File: src/rtl/snc_pkg.sv
// shared constants, types and gradient table for the simplex noise pipeline
package snc_pkg;

  // corners per simplex and pipeline depth of each section
  localparam int NUM_CORNERS = 4;
  localparam int CELL_LAT    = 4;
  localparam int CORNER_LAT  = 7;
  localparam int SUM_LAT     = 4;

  // hash primes, one per axis
  localparam logic [31:0] PRIME_X = 32'd73856093;
  localparam logic [31:0] PRIME_Y = 32'd19349663;
  localparam logic [31:0] PRIME_Z = 32'd83492791;

  // single-precision field layout
  localparam int MANT_BITS  = 23;
  localparam int FLOAT_BIAS = 127;

  typedef logic signed [1:0] gcomp_t;

  typedef struct packed {
    gcomp_t gx;
    gcomp_t gy;
    gcomp_t gz;
  } grad_t;

  // gradient directions, edge midpoints of a cube
  function automatic grad_t grad_lookup(input logic [3:0] idx);
    grad_t g;
    g = '0;
    unique case (idx)
      4'd0:    g = '{2'sd1,  2'sd1,  2'sd0};
      4'd1:    g = '{-2'sd1, 2'sd1,  2'sd0};
      4'd2:    g = '{2'sd1,  -2'sd1, 2'sd0};
      4'd3:    g = '{-2'sd1, -2'sd1, 2'sd0};
      4'd4:    g = '{2'sd1,  2'sd0,  2'sd1};
      4'd5:    g = '{-2'sd1, 2'sd0,  2'sd1};
      4'd6:    g = '{2'sd1,  2'sd0,  -2'sd1};
      4'd7:    g = '{-2'sd1, 2'sd0,  -2'sd1};
      4'd8:    g = '{2'sd0,  2'sd1,  2'sd1};
      4'd9:    g = '{2'sd0,  -2'sd1, 2'sd1};
      4'd10:   g = '{2'sd0,  2'sd1,  -2'sd1};
      4'd11:   g = '{2'sd0,  -2'sd1, -2'sd1};
      default: g = '0;
    endcase
    return g;
  endfunction

endpackage

File: src/rtl/snc_cell.sv
// skew, cell floor, unskew and corner selection, four register stages
module snc_cell #(
  parameter int COORD_FRAC_BITS = 16,
  localparam int CW = 35 - COORD_FRAC_BITS,
  localparam int DW = COORD_FRAC_BITS + 5
) (
  input  logic clk,
  input  logic rst_n,
  input  logic in_valid,
  input  logic signed [31:0] x_coord,
  input  logic signed [31:0] y_coord,
  input  logic signed [31:0] z_coord,
  output logic out_valid,
  output logic [snc_pkg::NUM_CORNERS-1:0][2:0][CW-1:0] corner_pos,
  output logic [snc_pkg::NUM_CORNERS-1:0][2:0][DW-1:0] corner_off
);
  import snc_pkg::*;

  localparam int F   = COORD_FRAC_BITS;
  localparam int AW  = 36 - F;
  localparam int UW  = AW + 1;
  localparam int K3  = UW + 2;
  localparam int QPW = K3 + UW;
  localparam logic [K3-2:0] M3 = (K3-1)'(((64'd1 << K3) + 64'd2) / 64'd3);
  localparam longint U_OFFS = 3 * (longint'(1) << (AW - 2));
  localparam longint I_OFFS = longint'(1) << (AW - 2);
  localparam logic [DW-1:0] D_ONE   = DW'(64'd1 << F);
  localparam logic [DW-1:0] D_TWO   = DW'(64'd2 << F);
  localparam logic [DW-1:0] D_THREE = DW'(64'd3 << F);
  localparam logic [DW-1:0] D_SIX   = DW'(64'd6 << F);

  logic [CELL_LAT-1:0] vld_r;

  logic signed [31:0] coord [3];
  logic signed [35:0] s36;
  logic signed [35:0] nsk [3];
  logic signed [AW-1:0] ask [3];
  logic signed [UW:0] usum [3];
  logic [UW-1:0] u_nxt [3];
  logic [UW-1:0] u_r [3];
  logic signed [31:0] coord1_r [3];

  logic [QPW-1:0] prod [3];
  logic [UW-1:0] q3 [3];
  logic [UW-1:0] idiff [3];
  logic signed [CW-1:0] i0_nxt [3];
  logic signed [CW-1:0] i0_r [3];
  logic signed [31:0] coord2_r [3];

  logic [DW-1:0] c_lo [3];
  logic [DW-1:0] ip [3];
  logic [DW-1:0] isum;
  logic signed [DW-1:0] x0_nxt [3];
  logic signed [DW-1:0] x0_r [3];
  logic signed [CW-1:0] i0_3r [3];

  logic [2:0] fl1;
  logic [2:0] fl2;
  logic [NUM_CORNERS-1:0][2:0][CW-1:0] pos_nxt;
  logic [NUM_CORNERS-1:0][2:0][DW-1:0] off_nxt;
  logic [NUM_CORNERS-1:0][2:0][CW-1:0] pos_r;
  logic [NUM_CORNERS-1:0][2:0][DW-1:0] off_r;

  // valid bits follow the data
  always_ff @(posedge clk) begin
    if (!rst_n) begin
      vld_r <= '0;
    end else begin
      vld_r <= {vld_r[CELL_LAT-2:0], in_valid};
    end
  end

  // stage 1: skewed sums, scaled to whole cells, offset to non-negative
  always_comb begin
    coord[0] = x_coord;
    coord[1] = y_coord;
    coord[2] = z_coord;
    s36 = 36'(x_coord) + 36'(y_coord) + 36'(z_coord);
    for (int k = 0; k < 3; k++) begin
      nsk[k]   = (36'(coord[k]) <<< 1) + 36'(coord[k]) + s36;
      ask[k]   = AW'(nsk[k] >>> F);
      usum[k]  = (UW+1)'(ask[k]) + (UW+1)'(U_OFFS);
      u_nxt[k] = usum[k][UW-1:0];
    end
  end

  // stage 2: divide by three through the reciprocal, remove offset
  always_comb begin
    for (int k = 0; k < 3; k++) begin
      prod[k]   = QPW'(u_r[k]) * QPW'(M3);
      q3[k]     = prod[k][K3 +: UW];
      idiff[k]  = q3[k] - UW'(I_OFFS);
      i0_nxt[k] = idiff[k][CW-1:0];
    end
  end

  // stage 3: unskewed offsets of the first corner, modulo the offset width
  always_comb begin
    isum = DW'(i0_r[0]) + DW'(i0_r[1]) + DW'(i0_r[2]);
    for (int k = 0; k < 3; k++) begin
      c_lo[k]   = coord2_r[k][DW-1:0];
      ip[k]     = DW'(i0_r[k]) << F;
      x0_nxt[k] = (c_lo[k] << 2) + (c_lo[k] << 1) - ((ip[k] << 2) + (ip[k] << 1))
                + (isum << F);
    end
  end

  // stage 4: order the offsets and build all four corners
  always_comb begin
    fl1[0] = (x0_r[0] >= x0_r[1]) && (x0_r[0] >= x0_r[2]);
    fl1[1] = (x0_r[1] >  x0_r[0]) && (x0_r[1] >= x0_r[2]);
    fl1[2] = (x0_r[2] >  x0_r[0]) && (x0_r[2] >  x0_r[1]);
    fl2[0] = (x0_r[0] >= x0_r[1]) || (x0_r[0] >= x0_r[2]);
    fl2[1] = (x0_r[1] >  x0_r[0]) || (x0_r[1] >= x0_r[2]);
    fl2[2] = (x0_r[2] >  x0_r[0]) || (x0_r[2] >  x0_r[1]);
    for (int k = 0; k < 3; k++) begin
      pos_nxt[0][k] = i0_3r[k];
      pos_nxt[1][k] = i0_3r[k] + CW'(fl1[k]);
      pos_nxt[2][k] = i0_3r[k] + CW'(fl2[k]);
      pos_nxt[3][k] = i0_3r[k] + CW'(1);
      off_nxt[0][k] = x0_r[k];
      off_nxt[1][k] = x0_r[k] - (fl1[k] ? D_SIX : '0) + D_ONE;
      off_nxt[2][k] = x0_r[k] - (fl2[k] ? D_SIX : '0) + D_TWO;
      off_nxt[3][k] = x0_r[k] - D_THREE;
    end
  end

  // data registers of all four stages
  always_ff @(posedge clk) begin
    for (int k = 0; k < 3; k++) begin
      u_r[k]      <= u_nxt[k];
      coord1_r[k] <= coord[k];
      i0_r[k]     <= i0_nxt[k];
      coord2_r[k] <= coord1_r[k];
      x0_r[k]     <= x0_nxt[k];
      i0_3r[k]    <= i0_r[k];
    end
    pos_r <= pos_nxt;
    off_r <= off_nxt;
  end

  assign out_valid  = vld_r[CELL_LAT-1];
  assign corner_pos = pos_r;
  assign corner_off = off_r;

  // exactly one axis steps for the second corner, two for the third
  a_second_corner: assert property (@(posedge clk) disable iff (!rst_n)
    vld_r[2] |-> $onehot(fl1))
    else $error("second corner must step along exactly one axis");

  a_third_corner: assert property (@(posedge clk) disable iff (!rst_n)
    vld_r[2] |-> ($countones(fl2) == 2))
    else $error("third corner must step along exactly two axes");

endmodule

File: config.mk
export PLATFORM = sky130hd
export DESIGN_NAME = snc_cell
export DESIGN_NICKNAME = d
export VERILOG_FILES = /design/src/rtl/snc_pkg.sv /design/src/rtl/snc_cell.sv
export SDC_FILE = /design/constraint.sdc
export NUM_CORES = 2
export LEC_CHECK = 0
export BUFFER_PORTS_ARGS = -buffer_cell sky130_fd_sc_hd__buf_2
export CORE_UTILIZATION = 40
export CTS_BUF_LIST = sky130_fd_sc_hd__clkbuf_2 sky130_fd_sc_hd__clkbuf_4 sky130_fd_sc_hd__clkbuf_8
export DETAILED_ROUTE_END_ITERATION = 8
export GPL_TIMING_DRIVEN = 1
export PLACE_DENSITY_LB_ADDON = 0.08
export SETUP_SLACK_MARGIN = 0.3
export SYNTH_ARGS = -nofsm -noshare
export SYNTH_HDL_FRONTEND = slang
export SYNTH_SLANG_ARGS = --single-unit
File: constraint.sdc
create_clock -name clk -period 7.3 [get_ports clk]
set_input_delay 1.095 -clock clk [delete_from_list [all_inputs] [get_ports clk]]
set_output_delay 1.095 -clock clk [all_outputs]
set_load 0.05 [all_outputs]
# Yosys cells after proc, flatten, opt, wreduce, memory -nomap -nowiden
# Memories as Yosys holds them, arrays and structs flattened.
# Index checks and enable logic that the tools add are counted.
[totals]
inputBits = 99
ff_bits = 484
out_inout_bits = 481
ram_bits = 432
memories = 6
word_cells = 104
[classes]
order_cmp = 6
n_addsub = 52
mul = 3
reduce_logical = 6
mux = 6
[memory_table]
columns = ["name", "words", "word_bits", "read_ports", "rd_ports_with_merged_regs", "wr", "line", "rtl"]
rows = [
  ["coord1_r", 3, 32, 3, 0, 3, "snc_cell.sv:41", "logic signed [31:0] coord1_r [3];"],
  ["coord2_r", 3, 32, 3, 0, 3, "snc_cell.sv:48", "logic signed [31:0] coord2_r [3];"],
  ["u_r", 3, 21, 3, 0, 3, "snc_cell.sv:40", "logic [UW-1:0] u_r [3];"],
  ["x0_r", 3, 21, 3, 0, 3, "snc_cell.sv:54", "logic signed [DW-1:0] x0_r [3];"],
  ["i0_3r", 3, 19, 3, 0, 3, "snc_cell.sv:55", "logic signed [CW-1:0] i0_3r [3];"],
  ["i0_r", 3, 19, 3, 0, 3, "snc_cell.sv:47", "logic signed [CW-1:0] i0_r [3];"],
]
[op_table]
columns = ["operator", "n"]
rows = [
  ["adder 21 bit", 9],
  ["adder 33 x 32 -> 34 bit", 4],
  ["multiplier 21 x 22 -> 42 bit, second input constant", 3],
  ["subtractor 21 x 19 -> 21 bit", 6],
  ["adder 19 x 1 -> 19 bit", 6],
  ["2-to-1 mux 19 bit", 6],
  ["adder 34 x 34 -> 35 bit", 3],
  ["adder 19 x 21 -> 21 bit, second input constant", 3],
  ["adder 21 x 17 -> 21 bit, second input constant", 3],
  ["adder 21 x 18 -> 21 bit, second input constant", 3],
  [">= comparator 21 bit", 3],
  ["greater-than comparator 21 bit", 3],
  ["subtractor 21 x 18 -> 21 bit, second input constant", 3],
  ["subtractor 21 bit", 3],
  ["adder 19 x 2 -> 19 bit, second input constant", 3],
  ["subtractor 19 bit, second input constant", 3],
  ["adder 32 x 32 -> 33 bit", 1],
  ["adder 5 bit", 2],
  ["logical AND 1 bit", 3],
  ["logical OR 1 bit", 3],
]

# Longest topological paths before layout
# An unclocked memory read counts as a cell.
[depth]
ltp_word = 6
ltp_mapped = 25
ltp_nobuf = 25

# Worst setup path after synthesis
# No wires, ideal clock.
[synth_timing]
kind = "reg-to-reg"
startpoint = "memory u_r[0][50] in the netlist's numbering"
endpoint = "memory i0_r[0][56] in the netlist's numbering"
n_path_buf = 0
period_less_slack_ns = 6.457
setup_slack_ns = 0.843
stages_incl_launch_ff = 22
t_required_ns = 7.173
t_arrival_ns = 6.330
setup_time_ns = 0.127
cell_sequence = "dfxtp_1 > ha_1 > inv_1 > fa_1 > inv_1 > fa_1 > fa_1 > fa_1 > inv_1 > fa_1 > inv_1 > fa_1 > ha_1 > nand2_1 > or3_1 > a211oi_1 > o31ai_1 > a2111oi_2 > nor3_1 > nor4b_2 > a221oi_1 > xnor2_1"
[synth_rtl]
columns = ["item", "line"]
rows = [
  ["start: declaration", "snc_cell.sv:40"],
  ["end: declaration", "snc_cell.sv:47"],
]

==> key figures <==
Timing
  – Hold Vio Cnt, Final: 0
  – Rel. slew slack: 39.8%
  – Setup Skew: 0.0540 ns
  – Final setup fails: 0
  – Post-layout min period: 6.74 ns
  – RSZ-0062 raised after global routing: yes
  – Peak Freq: 0.148 GHz
  – Final Max Tran Viols: 0
  – Slew @ Worst Pin: 0.899 ns
  – Final worst path period share: 92.3%

Detailed routing
  – Final WL: 131 mm
  – Residual DRC count: 0
  – Max layer used: met5
  – Met3 wire length: 5.82 mm
  – Initial drt markers: 1395
  – Vias: 35600
  – DRT met1 WL: 61.9 mm
  – Wire length on met2: 60.3 mm
  – DRT Pass-1 Iters: 5
  – Avg Vias per Cell: 4.72
  – Routed WL per cell: 17.4 um
  – Antenna Violating Nets Remaining: 0

Synthesis
  – Post-synth cell types: 78
  – Synth Area in Compound Gates: 8.46%
  – Ys Warns: 0
  – Avg Inst Size Synth: 10.4 um2
  – Post-Synth Adder-Cell Area: 41.1%
  – Synth Area in Simple Gates: 7.48%
  – Mapped Cells: 5050
  – Post-synth EDFFs: 0
  – Primary FF master, synth: dfxtp_1
  – Largest family of logic cells by synthesized area: adder cells
  – Synthesized area: 52300 um2
  – Post-Synth XOR/XNOR Area: 6.89%
  – Post-synthesis mux area share: 0.0383%
  – Sequential share of the synthesized area: 28.0%
  – Flops & latches, synth: 730
  – Post-synth ARST share: 0%

Layout
  – Post-layout util: 46.4%
  – Nets: 7205
  – Commonest non-fill, non-tap cell in the layout: ha_1
  – Share of cells above drive strength 1: 15.9%
  – Commonest cells after routing, fill and taps aside: 912 x ha_1, 873 x inv_1, 727 x dfxtp_1
  – Syn-to-layout area delta: 15.0%

Placed design
  – # port buffers: 567
  – Routability cong.: 0.886
  – DP HPWL: 114 mm

Critical path
  – Slowest stage cell, crit path: fa_2
  – Critical Path Start Type: flop
  – R2r setup slk: 0.56 ns
  – Crit Path Max Fanout: 4
  – Crit-path most repeated cell: inv_1
  – Worst path max stage delay: 0.63 ns
  – Crit path kind: reg -> reg
  – CP top delay family: adder cells
  – Critical Path AT: 7.46 ns
  – Critical Path Sink Type: flop
  – CP bufs+invs: 6
  – Worst EP required: 8.01 ns

Floorplan
  – IO Pins: 580
  – Core box area: 130000 um2
  – Die Span X: 364 um
  – Die Ht: 364 um
  – Initial Util: 40.3%
  – Num rows: 132
  – Die ar.: 132000 um2

CTS
  – Clock Sink Count: 730
  – Root buf cell: clkbuf_8
  – Clock transition at path regs: 0.06 ns
  – TritonCTS clock tree: done
  – Num CTS Buffers: 136
  – H-Tree Level Count: 4
  – CTS max path bufs: 3
  – Worst-skew pair later-pin latency: 0.85 ns
  – # hold bufs at CTS: 0

Run status
  – Status: finished, final reports clean

Global routing
  – Wire length of the first global-routing pass: 205 mm
  – Initial antenna violation count: 39
  – Tot GR Track Use: 20.2%
  – Largest net degree at the start of global routing: 17
  – Vias in the first global route: 37100
  – Gr ovfl total: 0

Hold path
  – Class of the worst hold path: reg -> reg

Job
  – Max-Cap Viols: 0
==> flip-flops by register name (all words and copies together), names as in the netlist <==
name and flops:
vld_r 4, coord2_r 60, corner_pos 228, corner_off 147, i0_r 57, i0_3r 57, x0_r 60, coord1_r 60
u_r 57
==> what timing repair did <==
item | 4_1_cts | 5_1_grt
pin swaps | 2 | 1
endpoints found under the setup margin | 3 | 11
setup buffers | 0 | 1
gates resized for setup | 0 | 18
==> worst register-to-register path, delay by kind of cell, from the launching register on <==
kind	cells	cell delay, ns
flops	1	0.35
buf+inv	6	0.48
fa+ha+maj	8	3.37
xor+xnor	2	0.33
compound gates	10	2.10
==> cell usage after synthesis, types with 7 or more instances <==
master / n / area, um2
o31ai_1: 12 / 90.1
nand4_1: 44 / 275
nand3_1: 100 / 500
nor2b_1: 33 / 206
a2111oi_0: 11 / 96.3
nand2_1: 170 / 638
nor4_1: 8 / 50.1
a211o_1: 10 / 87.6
and3_1: 39 / 244
inv_1: 873 / 3280
or2_2: 17 / 106
nor3b_1: 8 / 60.1
nand2b_1: 23 / 144
o31a_1: 8 / 70.1
a221oi_1: 7 / 61.3
ha_1: 913 / 11400
nor3_1: 78 / 390
o21a_1: 49 / 368
xnor2_1: 267 / 2340
buf_4: 105 / 788
a211oi_1: 27 / 203
a21boi_0: 10 / 75.1
a21o_1: 113 / 848
buf_1: 7 / 26.3
xor2_1: 144 / 1260
nor2_1: 213 / 800
o21ai_0: 102 / 510
a31oi_1: 20 / 125
dfxtp_1: 730 / 14600
and2_1: 16 / 100
clkbuf_1: 32 / 120
or3_1: 20 / 125
a21oi_1: 202 / 1010
o211ai_1: 11 / 82.6
o21bai_1: 31 / 233
fa_1: 503 / 10100
==> final timing paths <==
| path | startpoint | to | cells past startpoint |
|---|---|---|---|
| setup reg to reg | u_r[0][27]$_DFF_P_ | i0_r[0][36]$_DFF_P_ | 26 |
| hold / removal | i0_r[0][45]$_DFF_P_ | i0_3r[0][45]$_DFF_P_ | 0 |
| hold reg to reg | i0_r[0][45]$_DFF_P_ | i0_3r[0][45]$_DFF_P_ | 0 |
| setup / recovery | u_r[0][27]$_DFF_P_ | i0_r[0][36]$_DFF_P_ | 26 |
==> kinds of logic (layout without fill, tap and decap cells) <==
kind of cell               after synthesis  after routing
xor gates and xnor gates               411            411
adders and majority gates             1416           1416
and+or+nand+nor                        800            800
DFF                                    730            730
other                                    1             25
muxes                                    2              2
AOI/OAI and AO/OA                      673            673
buffers and inverters                 1017           1745
==> final cells by class <==
cell class	count	area (um2)
multi-input combinational	3314	33600
clock inverter	38	543
timing repair buffer	635	3350
fill	12500	69600
tap	1742	2180
clock buffer	199	2540
inverter	873	3280
antenna	13	32.5
sequential	730	14600
==> stage by stage <==
stage          area [um2]  hold WS (ns)  setup WS, ns  cells  setup TNS [ns]
3_3_place_gp        56900         0.310       -0.0571   7293         -0.0786
5_1_grt             60100         0.314         0.258   7540               0
6_report            60100         0.310         0.559   7544               0
3_5_place_dp        56900         0.312       -0.0544   7293          -0.150
2_1_floorplan       52300         0.310         0.843   5061               0
4_1_cts             60000         0.298         0.301   7530               0
==> metal layers <==
metal,track usage [%],vias to the layer above
li1,-,17800
met1,26.8,16800
met2,33.0,666
met3,3.72,208
met4,6.50,32
met5,0,-
Power is left out: the tool's default activity adds up to more than one toggle a clock period on the data nets, which glitch-free logic cannot reach.
