$ cat src/rtl/snc_pkg.sv
// shared constants, types and gradient table for the simplex noise pipeline
package snc_pkg;

  // corners per simplex and pipeline depth of each section
  localparam int NUM_CORNERS = 4;
  localparam int CELL_LAT    = 4;
  localparam int CORNER_LAT  = 7;
  localparam int SUM_LAT     = 4;

  // hash primes, one per axis
  localparam logic [31:0] PRIME_X = 32'd73856093;
  localparam logic [31:0] PRIME_Y = 32'd19349663;
  localparam logic [31:0] PRIME_Z = 32'd83492791;

  // single-precision field layout
  localparam int MANT_BITS  = 23;
  localparam int FLOAT_BIAS = 127;

  typedef logic signed [1:0] gcomp_t;

  typedef struct packed {
    gcomp_t gx;
    gcomp_t gy;
    gcomp_t gz;
  } grad_t;

  // gradient directions, edge midpoints of a cube
  function automatic grad_t grad_lookup(input logic [3:0] idx);
    grad_t g;
    g = '0;
    unique case (idx)
      4'd0:    g = '{2'sd1,  2'sd1,  2'sd0};
      4'd1:    g = '{-2'sd1, 2'sd1,  2'sd0};
      4'd2:    g = '{2'sd1,  -2'sd1, 2'sd0};
      4'd3:    g = '{-2'sd1, -2'sd1, 2'sd0};
      4'd4:    g = '{2'sd1,  2'sd0,  2'sd1};
      4'd5:    g = '{-2'sd1, 2'sd0,  2'sd1};
      4'd6:    g = '{2'sd1,  2'sd0,  -2'sd1};
      4'd7:    g = '{-2'sd1, 2'sd0,  -2'sd1};
      4'd8:    g = '{2'sd0,  2'sd1,  2'sd1};
      4'd9:    g = '{2'sd0,  -2'sd1, 2'sd1};
      4'd10:   g = '{2'sd0,  2'sd1,  -2'sd1};
      4'd11:   g = '{2'sd0,  -2'sd1, -2'sd1};
      default: g = '0;
    endcase
    return g;
  endfunction

endpackage

$ cat src/rtl/snc_sum.sv
// corner sum, scale by 76, floor to output format and saturate
module snc_sum #(
  parameter int COORD_FRAC_BITS = 16,
  parameter int OUT_FRAC_BITS = 30,
  localparam int PW = COORD_FRAC_BITS + 40
) (
  input  logic clk,
  input  logic rst_n,
  input  logic in_valid,
  input  logic [snc_pkg::NUM_CORNERS-1:0][PW-1:0] contrib,
  output logic out_valid,
  output logic signed [31:0] noise_value
);
  import snc_pkg::*;

  localparam int SW  = PW + 2;
  localparam int VW  = SW + 6;
  localparam int SH  = 32 + COORD_FRAC_BITS - OUT_FRAC_BITS;
  localparam longint W_MAX  = 64'sd6442450943;
  localparam longint W_MIN  = -64'sd6442450944;
  localparam longint W_OFFS = 64'sd6442450944;
  localparam logic [34:0] M3 = 35'(((64'd1 << 36) + 64'd2) / 64'd3);

  logic [SUM_LAT-1:0] vld_r;
  logic signed [SW-1:0] sum_nxt;
  logic signed [SW-1:0] sum_r;
  logic signed [VW-1:0] vsc;
  logic signed [VW-1:0] wsh;
  logic signed [VW-1:0] wcl;
  logic [VW-1:0] usum;
  logic [33:0] u_r;
  logic [51:0] ph_r;
  logic [51:0] pl_r;
  logic [69:0] qw;
  logic [31:0] out_r;

  // valid bits follow the data
  always_ff @(posedge clk) begin
    if (!rst_n) begin
      vld_r <= '0;
    end else begin
      vld_r <= {vld_r[SUM_LAT-2:0], in_valid};
    end
  end

  // stage 1: exact sum of the corners
  always_comb begin
    sum_nxt = '0;
    for (int c = 0; c < NUM_CORNERS; c++) begin
      sum_nxt = sum_nxt + SW'($signed(contrib[c]));
    end
  end

  // stage 2: times 38, drop fraction, clamp so that a third stays in range
  always_comb begin
    vsc = (VW'(sum_r) <<< 5) + (VW'(sum_r) <<< 2) + (VW'(sum_r) <<< 1);
    wsh = vsc >>> SH;
    if (wsh > VW'(W_MAX)) begin
      wcl = VW'(W_MAX);
    end else if (wsh < VW'(W_MIN)) begin
      wcl = VW'(W_MIN);
    end else begin
      wcl = wsh;
    end
    usum = wcl + VW'(W_OFFS);
  end

  // stage 4: finish the divide by three, remove offset
  assign qw = 70'({ph_r, 17'b0}) + 70'(pl_r);

  always_ff @(posedge clk) begin
    sum_r <= sum_nxt;
    u_r   <= usum[33:0];
    ph_r  <= 52'(u_r[33:17]) * 52'(M3);
    pl_r  <= 52'(u_r[16:0]) * 52'(M3);
    out_r <= {~qw[67], qw[66:36]};
  end

  assign out_valid   = vld_r[SUM_LAT-1];
  assign noise_value = $signed(out_r);

endmodule

$ cat config.mk
export PLATFORM = sky130hd
export DESIGN_NAME = snc_sum
export DESIGN_NICKNAME = d
export VERILOG_FILES = /design/src/rtl/snc_pkg.sv /design/src/rtl/snc_sum.sv
export SDC_FILE = /design/constraint.sdc
export NUM_CORES = 1
export LEC_CHECK = 0
export ABC_AREA = 1
export BUFFER_PORTS_ARGS = -buffer_cell sky130_fd_sc_hd__buf_4
export CAP_MARGIN = 15
export CORE_ASPECT_RATIO = 1.25
export CORE_UTILIZATION = 63
export DETAILED_ROUTE_END_ITERATION = 10
export GPL_TIMING_DRIVEN = 0
export MAX_ROUTING_LAYER = met4
export PLACE_DENSITY = 0.83
export SLEW_MARGIN = 0
export SYNTH_ARGS = -nofsm -noshare
export SYNTH_HDL_FRONTEND = slang
export SYNTH_SLANG_ARGS = --single-unit
$ cat constraint.sdc
create_clock -name clk -period 7.39 [get_ports clk]
set_input_delay 0.3695 -clock clk [delete_from_list [all_inputs] [get_ports clk]]
set_output_delay 0.3695 -clock clk [all_outputs]
set_load 0.005 [all_outputs]
### Word-level counts from Yosys, hierarchy flattened

Index checks and enable logic that the tools add are counted.

| word-level totals | value |
|---|---|
| flip-flop bits (word level) | 229 |
| input bits | 227 |
| output and inout bits | 33 |
| word-level logic and storage cells | 20 |

| operators by class | value |
|---|---|
| $add $sub $neg | 7 |
| multipliers | 2 |
| magnitude comparators | 2 |
| mux-type cells | 2 |
| bitwise logic cells | 1 |

Operators by type and width:

| operator | count |
|---|---|
| $add A68 B52 Y68 | 1 |
| $mux W34 | 2 |
| $add A63 B60 Y64 | 1 |
| $add A64 B59 Y64 | 1 |
| $add A57 B56 Y58 | 1 |
| $add A58 B56 Y58 | 1 |
| $add A56 B56 Y57 | 1 |
| $mul A17 B34 Y51 const B | 1 |
| $mul A17 B34 Y50 const B | 1 |
| $gt A46 B34 Y1 const B | 1 |
| $lt A46 B34 Y1 const B | 1 |
| $add A34 B34 Y34 const B | 1 |
| $not A1 Y1 | 1 |

### Depth between registers and ports, before layout

Gate-level depths: netlist (run 1).

| logic depth | value |
|---|---|
| word-level depth | 6 |
| mapped depth | 26 |
| mapped depth without buffers | 26 |

### Worst setup path after synthesis (run 1)

No wires, ideal clock.

| timing | value |
|---|---|
| path kind | register to register |
| start point | reg u_r[2] |
| end point | reg pl_r[51] |
| library setup time | 112 ps |
| data arrival time | 5429 ps |
| required time | 7278 ps |
| setup slack | 1849 ps |
| cell stages (with the launch flop) | 26 |
| path buffers | 1 |
| period minus slack after synthesis | 5541 ps |
| cells stage by stage | dfxtp_1 > ha_1 > inv_1 > fa_1 > inv_1 > fa_1 > inv_1 > fa_1 > inv_1 > fa_1 > inv_1 > fa_1 > inv_1 > ha_1 > a21oi_1 > o21ai_0 > a21oi_1 > nor2_1 > nor2_1 > a21boi_0 > o21ai_1 > buf_2 > a21oi_1 > inv_1 > nand2_1 > nand2_1 |

| between the ends | value |
|---|---|
| longest elaborated chain between the ends | 1 |

Ends and longest elaborated chain:

| what | line | RTL |
|---|---|---|
| from (decl) | snc_sum.sv:31 | `logic [33:0] u_r;` |
| from (signal assigned) | snc_sum.sv:73 | `u_r <= usum[33:0];` |
| $mul A17 B34 Y51 | snc_sum.sv:75 | `pl_r <= 52'(u_r[16:0]) * 52'(M3);` |
| to (signal assigned) | snc_sum.sv:75 |  |
| to (decl) | snc_sum.sv:33 | `logic [51:0] pl_r;` |

Every way passes these cells.
A chain may end at the register's enable or synchronous reset.

### Final worst setup path (run 1)

| timing | value |
|---|---|
| start point | reg u_r[4] |
| end point | reg pl_r[51] |

Same word-level chain as after synthesis.

==> results of run 1 <==
[worst paths after layout]
check                                   from       end  cells past startpoint
worst max-delay path                  u_r[4]  pl_r[51]                     25
worst min-delay path            contrib[168]  sum_r[0]                      2
worst max register to register        u_r[4]  pl_r[51]                     25
worst min register to register      vld_r[2]  vld_r[3]                      2
[layer usage]
metal,track usage (%),wire [µm]
met5,-,0
met3,4.244,3333
met1,32.38,28050
met4,24.60,6510
met2,68.86,44560
[sequential cells by signal, summed over array words and instances, names as in the netlist]
register     count
sum_r           58
ph_r            50
pl_r            34
u_r             34
noise_value     32
vld_r            4
[per-stage QoR]
| stage | area, µm² | std cells |
|---|---|---|
| after floorplan | 30000 | 3979 |
| after detailed placement | 32740 | 4875 |
| final | 33500 | 4917 |
| after global placement | 32740 | 4875 |
| after CTS | 33500 | 4917 |
| after global routing | 33500 | 4917 |
[worst register-to-register path: cells and delay by family, from the launching register on]
family	cells	cell delay (ns)
buf+inv	8	0.88
flops	1	0.34
simple gates	4	0.24
fa+ha+maj	7	3.51
compound gates	6	1.48
[cell type report]
type	count	area (µm²)	share of cell area, %
buffer	13	87.58	0.2615
tap	637	797.0	2.379
timing repair buffer	259	1944	5.805
clock inverter	12	123.9	0.3698
clock buffer	30	631.9	1.886
multi-input combinational	2889	22420	66.93
inverter	865	3247	9.693
sequential	212	4244	12.67
[layout by cell type (no fill, tap or decap), drive strengths merged, types with 5 or more instances in the layout]
cell type  count
a21boi         7
a21o          20
a21oi        260
a31oi         44
and3           8
buf          269
clkbuf        33
clkinv         6
dfxtp        212
fa           354
ha           403
inv          869
nand2        914
nand3         96
nand3b         7
nand4         17
nor2         318
nor3          36
nor4          12
o211ai         5
o21a          20
o21ai        133
o21bai        21
o31ai          6
xnor2         61
xor2         123
[kinds of logic (layout without fill, tap and decap cells)]
family | count (synthesis) | in the layout
buffers and inverters | 878 | 1179
DFF | 212 | 212
xor gates and xnor gates | 184 | 184
adders and majority gates | 757 | 757
and+or+nand+nor | 1411 | 1411
AOI/OAI and AO/OA | 537 | 537
==> parameters.txt, run 1 <==
Parameter                              Value

Place
  Half-perimeter wire length after detailed placement    between 70000 and 80000 µm
  Place WS    0.9123 ns
  Input/output buffers    about 260
  Placer Congestion    between 1 and 1.5

Route
  First-pass iteration count of the detailed router    5
  Total Wirelength    between 80000 and 90000 µm
  Iteration-0 DRC Markers    between 800 and 900
  Via count    approximately 26000
  Via count normalized by instance count    5.327
  Post-detailed-route DRC marker count    0
  Per-cell routed wire length    around 17 µm
  Antenna Nets Post-Route    0

Synthesis
  Most frequent cells after synthesis    909 x nand2_1, 853 x inv_1, 403 x ha_1
  Ys async rst share    0%
  Adder and majority gate portion of the synthesized area    40.43%
  Gate count of the mapped netlist    3979
  Mapped Avg Cell Area    7.539 µm²
  Xor and xnor fraction of the mapped netlist area    5.372%
  Synth Register Bits    between 200 and 250
  Cell variety after synth    46
  Area leader, netlist    fa_1
  Post-synthesis instance area    30000 µm²
  Most numerous cell in the Yosys netlist    nand2_1
  Share of the synthesized area in the top cell type    23.62%
  Top FF cell, synth    dfxtp_1
  Multiplexer area fraction after synthesis    0%
  Share of synthesized area occupied by flip-flops and latches    between 10% and 20%
  Post-synthesis share of cell area spent on and, or, nand and nor gates    about a fifth
  Net Count, Synth    4963
  Synth top area cells    fa_1 24%, ha_1 17%, dfxtp_1 14%
  Largest family of logic cells by synthesized area    adder cells
  Area fraction in compound gates after synthesis    10.11%
  Number of warnings issued by yosys    0
  Post-synth EDFFs    0

Floorplanning
  Cell row count    89
  I/O pins    260
  Area of the die    48500 µm²
  Die W    197.2 µm
  Die Y    approximately 250 µm
  Standard cell core area    between 40000 and 50000 µm²
  Starting density of the core    around 64%

Clocking
  Inserted Clock Buffers    23
  Clock-pin transition on the worst setup and hold timing paths    0.07 ns
  Post-CTS Resized    0
  Deepest level of the CTS H-tree    1
  Setup repair bufs after CTS    0
  CTS tree    done
  Num Clock Sinks    around 210
  Deepest clock path buffer count    3
  Clock latency reported for the late side of the worst-skew pair    0.56 ns
  Hold-fix buffer count after cts    0
  CTS root buffer    clkbuf_16

Run status
  Run status    complete, no violations

Timing
  Max-Slew Margin vs Limit    41.42%
  Worst setup slack after layout    0.8348 ns
  Min cycle time layout    6.555 ns
  Tightest Pin Transition    0.8757 ns
  Final worst path period share    roughly nine tenths
  Final setup fails    0
  Worst slack on hold paths    between 0.03 and 0.04 ns
  Number of slew-limit violations in the final report    0
  Skew final    about 0.025 ns
  Setup repair after global routing missed its margin    false
  Setup TNS after final layout    0 ns
  Number of hold violations in the final report    0
  Highest Clock Rate    approximately 150 MHz

Final layout
  Area added between synthesis and finish    11.66%
  Final standard cell utilization of the core    71.11%
  Fraction of final layout cells sized beyond drive strength 1    ~8.0%
  Number of nets in the finished design    5247
  Antenna diode instance count    0
  Fillers    ~4000

Global routing
  Pin count of the biggest net entering global routing    15
  Global-route wire length before repair    131600 µm
  Global router's overall resource usage    35.80%
  Number of global-route vias before repair    27786
  Antenna violations before repair    0
  Sum of overflow across all layers after global routing    0

Worst setup path
  Critical path class    flip-flop to flip-flop
  Number of buffers and inverters on the critical path    8
  Arrival @ worst endpoint    7.00 ns
  Largest fanout on the critical path    10
  FF-to-FF setup slack    0.83 ns
  Largest incremental delay on the critical path    ~0.64 ns
  Data required time at the worst endpoint    7.83 ns
  Slowest CP cell    fa_1
  Element type at the critical path end    flip-flop
  Most used cell, CP    inv_1
  Startpoint type of the worst setup path    flip-flop
  Largest delay share family, worst path    adder cells

Run
  Max_cap viols    0

Worst hold path
  Worst min-delay path class    primary input to flip-flop
Power of run 1 is not shown: default switching activity piles up to over one toggle a cycle in this logic, so the estimate is an artifact.
==> run 2: changes to the inputs <==
--- a/config.mk
+++ b/config.mk
@@ -13,7 +13,8 @@
 export DETAILED_ROUTE_END_ITERATION = 10
 export GPL_TIMING_DRIVEN = 0
 export MAX_ROUTING_LAYER = met4
-export PLACE_DENSITY = 0.83
+export PLACE_DENSITY = 0.84
+export SETUP_SLACK_MARGIN = 0.3
 export SLEW_MARGIN = 0
 export SYNTH_ARGS = -nofsm -noshare
 export SYNTH_HDL_FRONTEND = slang
==> parameters.txt, run 2 (same netlist as run 1, synthesis figures left out) <==
Parameter                              Value

Run status
  Run status    complete, no violations

Clocking
  Clock latency reported for the late side of the worst-skew pair    0.54 ns (-0.02 ns)
  Clock-pin transition on the worst setup and hold timing paths    0.06 ns (about the same)
  Deepest level of the CTS H-tree    1 (unchanged)
  Num Clock Sinks    212 (unchanged)
  Setup repair bufs after CTS    0 (unchanged)
  Hold-fix buffer count after cts    0 (unchanged)
  CTS tree    done
  Inserted Clock Buffers    23 (unchanged)
  Deepest clock path buffer count    3 (unchanged)
  Post-CTS Resized    0 (unchanged)
  CTS root buffer    clkbuf_16

Timing
  Tightest Pin Transition    0.9249 ns (+0.04915 ns)
  Final setup fails    0 (unchanged)
  Final worst path period share    87.62% (-1.1 points)
  Number of hold violations in the final report    0 (unchanged)
  Highest Clock Rate    154.4 MHz (+1.2%)
  Setup TNS after final layout    0 ns (unchanged)
  Worst setup slack after layout    0.9147 ns (+0.07990 ns)
  Number of slew-limit violations in the final report    0 (unchanged)
  Setup repair after global routing missed its margin    false
  Max-Slew Margin vs Limit    38.01% (-3.4 points)
  Min cycle time layout    6.475 ns (-0.07990 ns)
  Skew final    0.01442 ns (-0.01026 ns)

Final layout
  Area added between synthesis and finish    11.73% (about the same)
  Largest register FFs    58 (unchanged)
  Antenna diode instance count    0 (unchanged)
  Most frequent cells in the layout    909 x nand2_1, 853 x inv_1, 403 x ha_1
  Number of nets in the finished design    5247 (unchanged)
  Fraction of final layout cells sized beyond drive strength 1    8.086% (+0.072 points)
  Largest registers in the final layout    sum_r (58), ph_r (50)
  Final Cell Area    33520 µm² (about the same)
  Reg with most FFs    sum_r
  Most frequent standard cell in the layout excluding fill and tap cells    nand2_1

Global routing
  Global-route wire length before repair    129000 µm (-2.0%)
  Pin count of the biggest net entering global routing    16 (+1)
  Sum of overflow across all layers after global routing    0 (unchanged)
  Number of global-route vias before repair    27415 (-1.3%)
  Global router's overall resource usage    35.08% (-0.72 points)
  Antenna violations before repair    0 (unchanged)

Worst setup path
  Slowest CP cell    fa_1
  Startpoint type of the worst setup path    flip-flop
  Worst flop-to-flop path endpoint    pl_r[49]
  Worst r2r src    u_r[4]
  Largest incremental delay on the critical path    0.62 ns (-0.02 ns)
  Number of buffers and inverters on the critical path    7 (-1)
  Arrival @ worst endpoint    6.88 ns (-0.12 ns)
  Largest delay share family, worst path    adder cells
  Element type at the critical path end    flip-flop
  Critical path class    flip-flop to flip-flop
  Length in cells of the worst reg-to-reg path    25 (unchanged)
  Data required time at the worst endpoint    7.79 ns (-0.04 ns)
  FF-to-FF setup slack    0.91 ns (+0.08 ns)
  Most used cell, CP    inv_1
  Largest fanout on the critical path    10 (unchanged)

Worst hold path
  Hold Crit Endpoint    vld_r[0]
  Worst hold path startpoint    in_valid
  Min-Delay Path Depth    3 (+1)
  Worst min-delay path class    primary input to flip-flop

Route
  Via count    26085 (-0.41%)
  Per-cell routed wire length    16.45 µm (-1.9%)
  DR top layer    met4
  Iteration-0 DRC Markers    996 (+11%)
  Wire length the detailed router placed on met1    27770 µm (-1.0%)
  Via count normalized by instance count    5.306 (-0.39%)
  First-pass iteration count of the detailed router    5 (unchanged)
  Post-detailed-route DRC marker count    0 (unchanged)
  Total Wirelength    80850 µm (-2.0%)
  Antenna Nets Post-Route    0 (unchanged)
  Met3 wire length    2853 µm (-14%)
  Routed length on met2    43840 µm (-1.6%)

Floorplanning
  Starting density of the core    63.69% (unchanged)
  Area of the die    48500 µm² (unchanged)
  I/O pins    260 (unchanged)
  Cell row count    89 (unchanged)
  Die W    197.2 µm (unchanged)
  Standard cell core area    47100 µm² (unchanged)
  Die Y    246.0 µm (unchanged)

Place
  Input/output buffers    259 (unchanged)
  Half-perimeter wire length after detailed placement    71620 µm (-2.2%)
  Place WS    0.9612 ns (+0.04898 ns)
  Post-detailed-placement cell area    32740 µm² (unchanged)
  Placer Congestion    1.055 (-2.4%)

Run
  Max_cap viols    0 (unchanged)
run 2: worst min-delay path, stage by stage:
cell	delay (ns)
buf_4	0.08
nand2_1	0.05
inv_1	0.04
run 2: how the worst max path moves through the flow:
| stage | start | end | slack (ns) | depth (start not counted) |
|---|---|---|---|---|
| final | u_r[4] | pl_r[49] | 0.91 | 25 |
| after global routing | u_r[14] | pl_r[51] | 0.58 | 24 |
| after CTS | u_r[2] | pl_r[51] | 0.93 | 24 |
| after detailed placement | u_r[2] | pl_r[51] | 0.96 | 24 |
| after global placement | u_r[4] | pl_r[51] | 1.03 | 25 |
| after floorplan | u_r[2] | pl_r[51] | 1.85 | 25 |
run 2: through the flow:
stage | hold WS (ns) | utilization, % | instances
2_1_floorplan | 0.3856 | - | 3979
3_3_place_gp | 0.3879 | 69.51 | 4875
3_5_place_dp | 0.3989 | 69.51 | 4875
4_1_cts | 0.01321 | 71.16 | 4916
5_1_grt | 0.05414 | 71.16 | 4916
6_report | 0.02956 | 71.16 | 4916
run 2: final cells by class:
| class | count | area (µm²) |
|---|---|---|
| Buffer | 13 | 87.58 |
| Clock buffer | 27 | 630.6 |
| Clock inverter | 14 | 147.6 |
| Fill cell | 3957 | 13590 |
| Inverter | 865 | 3247 |
| Multi-Input combinational cell | 2889 | 22420 |
| Sequential cell | 212 | 4244 |
| Tap cell | 637 | 797.0 |
| Timing Repair Buffer | 259 | 1944 |
run 2: metal layers:
| layer | track usage [%] | up-vias |
|---|---|---|
| li1 | - | 13005 |
| met1 | 32.16 | 12104 |
| met2 | 67.40 | 693 |
| met3 | 3.504 | 283 |
| met4 | 24.24 | 0 |
| met5 | - | - |
Power of run 2 is left out for the same reason.
